$ cat config.mk
export PLATFORM = sky130hd
export DESIGN_NAME = jet_particle_cone_matcher
export DESIGN_NICKNAME = d
export VERILOG_FILES = /design/src/design/jpcm_pkg.sv /design/src/design/jpcm_ram.sv /design/src/design/jpcm_dist.sv /design/src/design/jet_particle_cone_matcher.sv
export SDC_FILE = /design/constraint.sdc
export NUM_CORES = 2
export LEC_CHECK = 0
export ABC_AREA = 1
export BUFFER_PORTS_ARGS = -buffer_cell sky130_fd_sc_hd__buf_2
export CORE_ASPECT_RATIO = 1.4
export CORE_UTILIZATION = 35
export DETAILED_ROUTE_END_ITERATION = 7
export PLACE_DENSITY = 0.45
export SKIP_LAST_GASP = 1
export SYNTH_ARGS = -nofsm -noshare
export SYNTH_HDL_FRONTEND = slang
export SYNTH_SLANG_ARGS = --single-unit
$ cat constraint.sdc
create_clock -name clk -period 9.9 [get_ports clk]
set_clock_uncertainty 0.15 [all_clocks]
set_input_delay 0.99 -clock clk [delete_from_list [all_inputs] [get_ports clk]]
set_output_delay 0.99 -clock clk [all_outputs]
set_load 0.01 [all_outputs]
$ cat src/design/jpcm_pkg.sv
package jpcm_pkg;

	localparam int MAX_PARTICLES = 64;
	localparam int ADDR_W        = $clog2(MAX_PARTICLES);
	localparam int CNT_W         = $clog2(MAX_PARTICLES + 1);

	localparam int COORD_W = 14;
	localparam int ID_W    = 24;
	localparam int TIDX_W  = 4;
	localparam int CONE_W  = 29;
	localparam int DIFF_W  = COORD_W + 1;
	localparam int SQ_W    = 2 * COORD_W + 1;
	localparam int SUM_W   = SQ_W + 1;

	localparam int HIT_W       = 7;
	localparam logic [HIT_W-1:0] HIT_MAX = 7'd127;
	localparam int EJB_W       = 8;
	localparam int TALLY_W     = 32;
	localparam int NUM_TALLIES = 10;

	localparam logic [CONE_W-1:0] CONE_RESET = 29'd671089;

	localparam logic signed [ID_W-1:0] ID_B         = 24'sd5;
	localparam logic signed [ID_W-1:0] ID_LIGHT_MAX = 24'sd4;
	localparam logic signed [ID_W-1:0] ID_ELECTRON  = 24'sd11;
	localparam logic signed [ID_W-1:0] ID_MUON      = 24'sd13;

	// tally slots
	localparam int TALLY_ONE_B    = 0;
	localparam int TALLY_TWO_B    = 1;
	localparam int TALLY_ONE_LT   = 2;
	localparam int TALLY_MULTI_B  = 3;
	localparam int TALLY_ELEC_ONL = 4;
	localparam int TALLY_MUON_ONL = 5;
	localparam int TALLY_EV0      = 6;
	localparam int NUM_EV_TALLIES = 4;

	typedef enum logic [1:0] {
		CMD_LOAD  = 2'd0,
		CMD_MATCH = 2'd1,
		CMD_CLOSE = 2'd2,
		CMD_READ  = 2'd3
	} cmd_t;

	typedef enum logic [1:0] {
		KIND_JET   = 2'd0,
		KIND_CLOSE = 2'd1,
		KIND_TALLY = 2'd2
	} kind_t;

	typedef enum logic [2:0] {
		CLS_NONE  = 3'd0,
		CLS_B     = 3'd1,
		CLS_LIGHT = 3'd2,
		CLS_ELEC  = 3'd3,
		CLS_MUON  = 3'd4
	} cls_t;

	typedef enum logic [1:0] {
		ST_IDLE = 2'd0,
		ST_SCAN = 2'd1,
		ST_DONE = 2'd2
	} state_t;

	typedef struct packed {
		cls_t                      cls;
		logic signed [COORD_W-1:0] phi;
		logic signed [COORD_W-1:0] eta;
	} entry_t;

	localparam int ENTRY_W = $bits(entry_t);

	typedef struct packed {
		logic valid;
		logic in_cone;
		cls_t cls;
	} hit_t;

	function automatic cls_t classify(input logic signed [ID_W-1:0] id);
		cls_t c;
		c = CLS_NONE;
		if (id == ID_B || id == -ID_B) begin
			c = CLS_B;
		end else if (id >= -ID_LIGHT_MAX && id <= ID_LIGHT_MAX) begin
			c = CLS_LIGHT;
		end else if (id == ID_ELECTRON || id == -ID_ELECTRON) begin
			c = CLS_ELEC;
		end else if (id == ID_MUON || id == -ID_MUON) begin
			c = CLS_MUON;
		end
		return c;
	endfunction

endpackage

$ cat src/design/jpcm_ram.sv
module jpcm_ram #(
	parameter int WIDTH = 8,
	parameter int DEPTH = 64
) (
	input  logic                     clk,
	input  logic                     we,
	input  logic [$clog2(DEPTH)-1:0] waddr,
	input  logic [WIDTH-1:0]         wdata,
	input  logic [$clog2(DEPTH)-1:0] raddr,
	output logic [WIDTH-1:0]         rdata
);

	logic [WIDTH-1:0] mem_q [DEPTH];

	always_ff @(posedge clk) begin
		if (we) begin
			mem_q[waddr] <= wdata;
		end
		rdata <= mem_q[raddr];
	end

endmodule

$ cat src/design/jpcm_dist.sv
module jpcm_dist (
	input  logic                                clk,
	input  logic                                arst_n,
	input  logic                                valid,
	input  logic signed [jpcm_pkg::COORD_W-1:0] jet_eta,
	input  logic signed [jpcm_pkg::COORD_W-1:0] jet_phi,
	input  jpcm_pkg::entry_t                    part,
	input  logic [jpcm_pkg::CONE_W-1:0]         cone,
	output jpcm_pkg::hit_t                      hit
);

	logic signed [jpcm_pkg::DIFF_W-1:0]   de, dp;
	logic signed [2*jpcm_pkg::DIFF_W-1:0] de2, dp2;
	logic [jpcm_pkg::SQ_W-1:0]            de2_s1, dp2_s1;
	jpcm_pkg::cls_t                       cls_s1;
	logic                                 valid_s1;
	logic [jpcm_pkg::SUM_W-1:0]           sum;

	assign de  = {jet_eta[jpcm_pkg::COORD_W-1], jet_eta}
		- {part.eta[jpcm_pkg::COORD_W-1], part.eta};
	assign dp  = {jet_phi[jpcm_pkg::COORD_W-1], jet_phi}
		- {part.phi[jpcm_pkg::COORD_W-1], part.phi};
	assign de2 = de * de;
	assign dp2 = dp * dp;

	always_ff @(posedge clk or negedge arst_n) begin
		if (!arst_n) begin
			valid_s1 <= 1'b0;
		end else begin
			valid_s1 <= valid;
		end
	end

	always_ff @(posedge clk) begin
		de2_s1 <= de2[jpcm_pkg::SQ_W-1:0];
		dp2_s1 <= dp2[jpcm_pkg::SQ_W-1:0];
		cls_s1 <= part.cls;
	end

	assign sum = {1'b0, de2_s1} + {1'b0, dp2_s1};

	always_comb begin
		hit.valid   = valid_s1;
		hit.in_cone = sum <= {{(jpcm_pkg::SUM_W - jpcm_pkg::CONE_W){1'b0}}, cone};
		hit.cls     = cls_s1;
	end

endmodule

$ cat src/design/jet_particle_cone_matcher.sv
// Delta-R cone matcher. Load particles (tuser 0) into a 64-entry store; loads
// beyond 64 are dropped. A jet (tuser 1) is compared with every stored particle
// and a particle counts when deta^2 + dphi^2 <= cone_radius_sq (inclusive,
// phi does not wrap). Closing an event (tuser 2) reports jets with a b and
// empties the store; tuser 3 reads one of ten saturating tallies. A jet holds
// the input while one shared square-and-compare unit checks one stored
// particle per cycle behind the registered read of the particle store; the
// counts are registered once the last compare drains, and the jet then waits
// until the output register is free. Close and tally read are held off while
// the output register is full; loads and jets are not.
module jet_particle_cone_matcher (
	input  logic        clk,
	input  logic        arst_n,
	input  logic        cfg_we,
	input  logic [28:0] cfg_wdata,    // cone_radius_sq
	input  logic        s_tvalid,
	output logic        s_tready,
	input  logic [55:0] s_tdata,      // eta, phi, particle_id, tally_index
	input  logic [1:0]  s_tuser,      // cmd
	output logic        m_tvalid,
	input  logic        m_tready,
	output logic [71:0] m_tdata,      // b_count, light_count, electron_count,
	                                  // muon_count, jet_has_b, jets_with_b,
	                                  // tally_value, zero pad
	output logic [1:0]  m_tuser       // kind
);

	localparam int HW = jpcm_pkg::HIT_W;

	jpcm_pkg::state_t state_q, state_d;
	jpcm_pkg::cmd_t   cmd;

	logic [jpcm_pkg::CONE_W-1:0]         cone_q;
	logic [jpcm_pkg::CNT_W-1:0]          cnt_q, idx_q;
	logic [jpcm_pkg::EJB_W-1:0]          ejb_q;
	logic [jpcm_pkg::TALLY_W-1:0]        tally_q [jpcm_pkg::NUM_TALLIES];
	logic [jpcm_pkg::NUM_TALLIES-1:0]    tinc;
	logic signed [jpcm_pkg::COORD_W-1:0] jet_eta_q, jet_phi_q;
	logic [HW-1:0]                       nb_q, nl_q, ne_q, nm_q;
	logic                                rd_v_s1;
	logic                                out_valid_q;
	logic [71:0]                         out_data_q;
	logic [1:0]                          out_user_q;

	logic                                accept, out_free, issue, jet_out, scan_end;
	logic                                ram_we;
	jpcm_pkg::entry_t                    wr_entry, rd_entry;
	jpcm_pkg::hit_t                      hit;
	logic signed [jpcm_pkg::COORD_W-1:0] in_eta, in_phi;
	logic signed [jpcm_pkg::ID_W-1:0]    in_id;
	logic [jpcm_pkg::TIDX_W-1:0]         in_tidx;
	logic [jpcm_pkg::TALLY_W-1:0]        tally_rd;

	assign cmd     = jpcm_pkg::cmd_t'(s_tuser);
	assign in_eta  = s_tdata[13:0];
	assign in_phi  = s_tdata[27:14];
	assign in_id   = s_tdata[51:28];
	assign in_tidx = s_tdata[55:52];

	assign out_free = !out_valid_q || m_tready;
	assign accept   = s_tvalid && s_tready;
	assign scan_end = (idx_q == cnt_q) && !rd_v_s1 && !hit.valid;

	// next state
	always_comb begin
		state_d = state_q;
		case (state_q)
			jpcm_pkg::ST_IDLE: begin
				if (accept && cmd == jpcm_pkg::CMD_MATCH) begin
					state_d = jpcm_pkg::ST_SCAN;
				end
			end
			jpcm_pkg::ST_SCAN: begin
				if (scan_end) begin
					state_d = jpcm_pkg::ST_DONE;
				end
			end
			jpcm_pkg::ST_DONE: begin
				if (out_free) begin
					state_d = jpcm_pkg::ST_IDLE;
				end
			end
			default: state_d = jpcm_pkg::ST_IDLE;
		endcase
	end

	// sequencer outputs
	always_comb begin
		s_tready = 1'b0;
		issue    = 1'b0;
		jet_out  = 1'b0;
		case (state_q)
			jpcm_pkg::ST_IDLE: begin
				s_tready = cmd == jpcm_pkg::CMD_LOAD || cmd == jpcm_pkg::CMD_MATCH
					|| out_free;
			end
			jpcm_pkg::ST_SCAN: begin
				issue = idx_q < cnt_q;
			end
			jpcm_pkg::ST_DONE: begin
				jet_out = out_free;
			end
			default: begin
				s_tready = 1'b0;
			end
		endcase
	end

	assign ram_we       = accept && cmd == jpcm_pkg::CMD_LOAD
		&& cnt_q < jpcm_pkg::CNT_W'(jpcm_pkg::MAX_PARTICLES);
	assign wr_entry.cls = jpcm_pkg::classify(in_id);
	assign wr_entry.phi = in_phi;
	assign wr_entry.eta = in_eta;

	jpcm_ram #(
		.WIDTH (jpcm_pkg::ENTRY_W),
		.DEPTH (jpcm_pkg::MAX_PARTICLES)
	) u_store (
		.clk   (clk),
		.we    (ram_we),
		.waddr (cnt_q[jpcm_pkg::ADDR_W-1:0]),
		.wdata (wr_entry),
		.raddr (idx_q[jpcm_pkg::ADDR_W-1:0]),
		.rdata (rd_entry)
	);

	jpcm_dist u_dist (
		.clk     (clk),
		.arst_n  (arst_n),
		.valid   (rd_v_s1),
		.jet_eta (jet_eta_q),
		.jet_phi (jet_phi_q),
		.part    (rd_entry),
		.cone    (cone_q),
		.hit     (hit)
	);

	assign tally_rd = (in_tidx < jpcm_pkg::TIDX_W'(jpcm_pkg::NUM_TALLIES))
		? tally_q[in_tidx] : '0;

	always_comb begin
		tinc = '0;
		if (jet_out) begin
			tinc[jpcm_pkg::TALLY_ONE_B]    = nb_q == HW'(1);
			tinc[jpcm_pkg::TALLY_TWO_B]    = nb_q == HW'(2);
			tinc[jpcm_pkg::TALLY_ONE_LT]   = nl_q == HW'(1);
			tinc[jpcm_pkg::TALLY_MULTI_B]  = nb_q > HW'(1);
			tinc[jpcm_pkg::TALLY_ELEC_ONL] = ne_q != '0 && nb_q == '0 && nl_q == '0;
			tinc[jpcm_pkg::TALLY_MUON_ONL] = nm_q != '0 && nb_q == '0 && nl_q == '0;
		end
		for (int k = 0; k < jpcm_pkg::NUM_EV_TALLIES; k++) begin
			if (accept && cmd == jpcm_pkg::CMD_CLOSE
				&& ejb_q == jpcm_pkg::EJB_W'(k)) begin
				tinc[jpcm_pkg::TALLY_EV0 + k] = 1'b1;
			end
		end
	end

	always_ff @(posedge clk or negedge arst_n) begin
		if (!arst_n) begin
			state_q     <= jpcm_pkg::ST_IDLE;
			cone_q      <= jpcm_pkg::CONE_RESET;
			cnt_q       <= '0;
			idx_q       <= '0;
			ejb_q       <= '0;
			rd_v_s1     <= 1'b0;
			out_valid_q <= 1'b0;
			nb_q        <= '0;
			nl_q        <= '0;
			ne_q        <= '0;
			nm_q        <= '0;
			for (int k = 0; k < jpcm_pkg::NUM_TALLIES; k++) begin
				tally_q[k] <= '0;
			end
		end else begin
			state_q <= state_d;
			rd_v_s1 <= issue;
			if (cfg_we) begin
				cone_q <= cfg_wdata;
			end
			for (int k = 0; k < jpcm_pkg::NUM_TALLIES; k++) begin
				if (tinc[k] && tally_q[k] != '1) begin
					tally_q[k] <= tally_q[k] + 1'b1;
				end
			end
			if (out_valid_q && m_tready) begin
				out_valid_q <= 1'b0;
			end
			if (ram_we) begin
				cnt_q <= cnt_q + 1'b1;
			end
			if (accept && cmd == jpcm_pkg::CMD_MATCH) begin
				idx_q <= '0;
				nb_q  <= '0;
				nl_q  <= '0;
				ne_q  <= '0;
				nm_q  <= '0;
			end
			if (accept && cmd == jpcm_pkg::CMD_CLOSE) begin
				cnt_q <= '0;
				ejb_q <= '0;
			end
			if (accept && (cmd == jpcm_pkg::CMD_CLOSE || cmd == jpcm_pkg::CMD_READ)) begin
				out_valid_q <= 1'b1;
			end
			if (issue) begin
				idx_q <= idx_q + 1'b1;
			end
			// count a particle inside the cone, saturating
			if (hit.valid && hit.in_cone) begin
				case (hit.cls)
					jpcm_pkg::CLS_B:     if (nb_q != jpcm_pkg::HIT_MAX) nb_q <= nb_q + 1'b1;
					jpcm_pkg::CLS_LIGHT: if (nl_q != jpcm_pkg::HIT_MAX) nl_q <= nl_q + 1'b1;
					jpcm_pkg::CLS_ELEC:  if (ne_q != jpcm_pkg::HIT_MAX) ne_q <= ne_q + 1'b1;
					jpcm_pkg::CLS_MUON:  if (nm_q != jpcm_pkg::HIT_MAX) nm_q <= nm_q + 1'b1;
					default: ;
				endcase
			end
			if (jet_out) begin
				out_valid_q <= 1'b1;
				if (nb_q != '0 && ejb_q != '1) begin
					ejb_q <= ejb_q + 1'b1;
				end
			end
		end
	end

	always_ff @(posedge clk) begin
		if (accept && cmd == jpcm_pkg::CMD_MATCH) begin
			jet_eta_q <= in_eta;
			jet_phi_q <= in_phi;
		end
		if (accept && cmd == jpcm_pkg::CMD_CLOSE) begin
			out_user_q <= jpcm_pkg::KIND_CLOSE;
			out_data_q <= {3'b0, 32'b0, ejb_q, 1'b0, 28'b0};
		end
		if (accept && cmd == jpcm_pkg::CMD_READ) begin
			out_user_q <= jpcm_pkg::KIND_TALLY;
			out_data_q <= {3'b0, tally_rd, 8'b0, 1'b0, 28'b0};
		end
		if (jet_out) begin
			out_user_q <= jpcm_pkg::KIND_JET;
			out_data_q <= {3'b0, 32'b0, 8'b0, nb_q != '0, nm_q, ne_q, nl_q, nb_q};
		end
	end

	assign m_tvalid = out_valid_q;
	assign m_tdata  = out_data_q;
	assign m_tuser  = out_user_q;

`ifndef SYNTHESIS
	a_cnt_bound: assert property (@(posedge clk) disable iff (!arst_n)
		cnt_q <= jpcm_pkg::CNT_W'(jpcm_pkg::MAX_PARTICLES))
		else $error("particle count beyond store depth");

	a_scan_idx: assert property (@(posedge clk) disable iff (!arst_n)
		state_q == jpcm_pkg::ST_SCAN |-> idx_q <= cnt_q)
		else $error("scan index ran past particle count");

	a_done_drained: assert property (@(posedge clk) disable iff (!arst_n)
		state_q == jpcm_pkg::ST_DONE |-> !rd_v_s1 && !hit.valid)
		else $error("jet finished with compares in flight");

	a_jet_result: assert property (@(posedge clk) disable iff (!arst_n)
		jet_out |=> m_tvalid && m_tuser == jpcm_pkg::KIND_JET
			&& state_q == jpcm_pkg::ST_IDLE)
		else $error("jet result not presented");
`endif

endmodule

==> flow_summary.ini <==
[outcome]
status = finished, final reports clean

[yosys]
async_reset_ff_share_pct = 15.7
synthTopCellsByArea = edfxtp_1 48%, dfrtp_1 7.7%, fa_1 6.1%
ys_ff_latch = 2577
synth_warnings = 0
ys_types = 74
synthFlopType = edfxtp_1
avgSynthCellArea_um2 = 10.8
synth_edf_count = 2041
synth_top_area_share_pct = 48.1
syn_area_um2 = 127000
netlist_instances = 11774
synth-seq-area-share_pct = 58.1
synth_area_leader_cell = edfxtp_1

[sta]
worst_pin_slew_ns = 1.09
setup_viol = 0
finalCriticalPeriod_ns = 7.86
rsz0062_at_grt = no
timing.slew.headroom_pct = 27.0
fin_ws_ns = 2.04
clock.fmax_ghz = 0.127
period_share_pct = 79.4
hold_viol = 0
tns_ns = 0
slew_violations = 0

[floorplan]
row_count = 261
die_height_um = 716
fp.dieW_um = 512
start_util_pct = 35.2
io_pins = 168
core_um2 = 362000
die_area_um2 = 366000

[drt]
wl_met3_mm = 16.4
route.met2.wl_mm = 219
maxUsedRoutingLayer = met5
wl_met1_mm = 169
first_iter_violations = 6603
drt-wirelength-per-cell_um = 25.1
vias = 89041
dr.pass1.iters = 6
routed_wl_mm = 422
postRouteAntennaNets = 0
viasPerCell = 5.30
remaining_drc_errors = 0

[clock_tree]
cts_sinks = 2577
root_buffer = clkbuf_16
clk_latency_ns = 0.88
cts_max_level = 5
cts_tree = built
cts_buffer_depth = 4
cts_buffers = 286
path_clk_slew_ns = 0.06

[cells_and_area]
syn2layout_area_growth_pct = 12.0
multi_input_area_um2 = 47100
final_layout_size_suffix_gt1_share_pct = 7.81
utilization_pct = 39.5
mostFrequentLayoutCells = 2041 x edfxtp_1, 1756 x nor2_1, 1558 x nand2_1
nNetsFinal = 12598
filler_cell_count = 35082
mostFrequentLayoutCell = edfxtp_1
register_area_um2 = 74100

[global_route]
grt_start_max_net_pins = 187
grtUsageTotal_pct = 22.7
grt_pass1_wl_mm = 615
grt_pass1_vias = 91340
antenna_found_initial = 18
grt_overflow = 0

[run]
cap_violations = 0

[place]
gp_congestion = 0.898
place_hpwl_mm = 262
io_buffers = 164
dpl_worst_slack_ns = 2.02

[worst_setup_path]
start_kind = register
slowest_delay_ns = 0.58
cp_max_fo = 11
path_delay_family = adder cells
cp_common_cell = nand2_1
timing_worst_setup_path_type = reg2reg
setup.worst_path.end_class = register
critPathArrivalTime_ns = 8.50
path_buf_inv = 6
cp_slowest_cell = fa_1
cp_data_required_time_ns = 10.54

[min_path]
hold_path_class = in2reg
worst register-to-register path: cells and delay by family (launching register included):
kind                       cells  cell delay, ns
AOI/OAI and AO/OA              9            1.65
adders and majority gates      8            3.78
buffers and inverters          6            0.83
DFF                            1            0.37
and+or+nand+nor                8            0.99
final cells by class:
class / instances / share of cell area (%)
Antenna cell: 7 / 0.0123
Multi-Input combinational cell: 7526 / 33.0
Timing Repair Buffer: 341 / 1.63
Clock buffer: 368 / 5.43
Clock inverter: 138 / 0.872
Tap cell: 4734 / 4.15
Inverter: 1112 / 2.94
Sequential cell: 2577 / 51.9
path summary, 6_finish.rpt:
path	from	end	slack [ns]	cells past startpoint
setup / recovery	jet_phi_q[2]	u_dist.dp2_s1[22]	2.04	31
max in group asynchronous	arst_n	idx_q[1]	6.55	4
hold / removal	cfg_wdata[21]	cone_q[21]	0.14	3
hold reg to reg	u_store.rdata[30]	u_dist.cls_s1[2]	0.18	0
setup reg to reg	jet_phi_q[2]	u_dist.dp2_s1[22]	2.04	31
min in group asynchronous	arst_n	tally_q[261]	0.55	2
sequential cells by signal, summed over array words and instances, names as in the netlist, 8 cells and up:
signal / count
u_store.mem_q: 1984
tally_q: 320
m_tdata: 69
u_store.rdata: 31
cone_q: 29
u_dist.de2_s1: 28
u_dist.dp2_s1: 28
jet_eta_q: 14
jet_phi_q: 14
ejb_q: 8
synthesized netlist by cell type (11+ instances only):
library cell  number
dfstp_2           11
dfrtp_1          393
inv_1           1079
fa_1             387
nor2_1          1820
o32ai_1          272
nor3_2            13
edfxtp_1        2041
buf_2            177
inv_2             31
a21o_1            12
nand2_1         1559
a31oi_1           11
buf_6             12
buf_4             35
nand4_1           94
mux2i_1          164
nor3_1           181
o21bai_1          15
o211ai_1         146
nand2_2           19
nand3_1          475
o21ai_1           29
xnor2_1           76
o21ai_0          904
o22ai_1           39
ha_1             275
o221ai_1         134
nor4_1            80
dfxtp_1          132
buf_1             33
a32o_1            13
a21oi_1          344
xor2_1           345
clkbuf_1         303
metrics by stage:
stage / cells / hold WS [ns] / area [um2]
after floorplan: 11776 / 0.160 / 127000
after global placement: 16289 / 0.176 / 134000
after detailed placement: 16289 / 0.168 / 134000
after CTS: 16796 / 0.0605 / 143000
after global routing: 16799 / 0.114 / 143000
final: 16803 / 0.144 / 143000
what timing repair did:
item                                    4_1_cts  5_1_grt
endpoints found under the hold margin        75        0
hold buffers                                  1        0
endpoints found under the setup margin        0        0
setup buffers                                 0        0
gates resized for setup                       0        0
kinds of logic after synthesis:
family,after synthesis,synth area share [%]
xor gates and xnor gates,427,2.98
buffers and inverters,1673,5.28
and+or+nand+nor,4287,13.9
muxes,165,1.30
AOI/OAI and AO/OA,1982,9.60
other,1,0.00294
adders and majority gates,662,8.78
DFF,2577,58.1
per-layer routing:
metal,track usage [%],vias up
met5,0,-
met4,9.15,2
met2,41.6,2182
li1,-,40937
met1,26.9,45255
met3,2.27,665
Power is left out: the tool's default activity adds up to more than one toggle a clock period on the data nets, which glitch-free logic cannot reach.
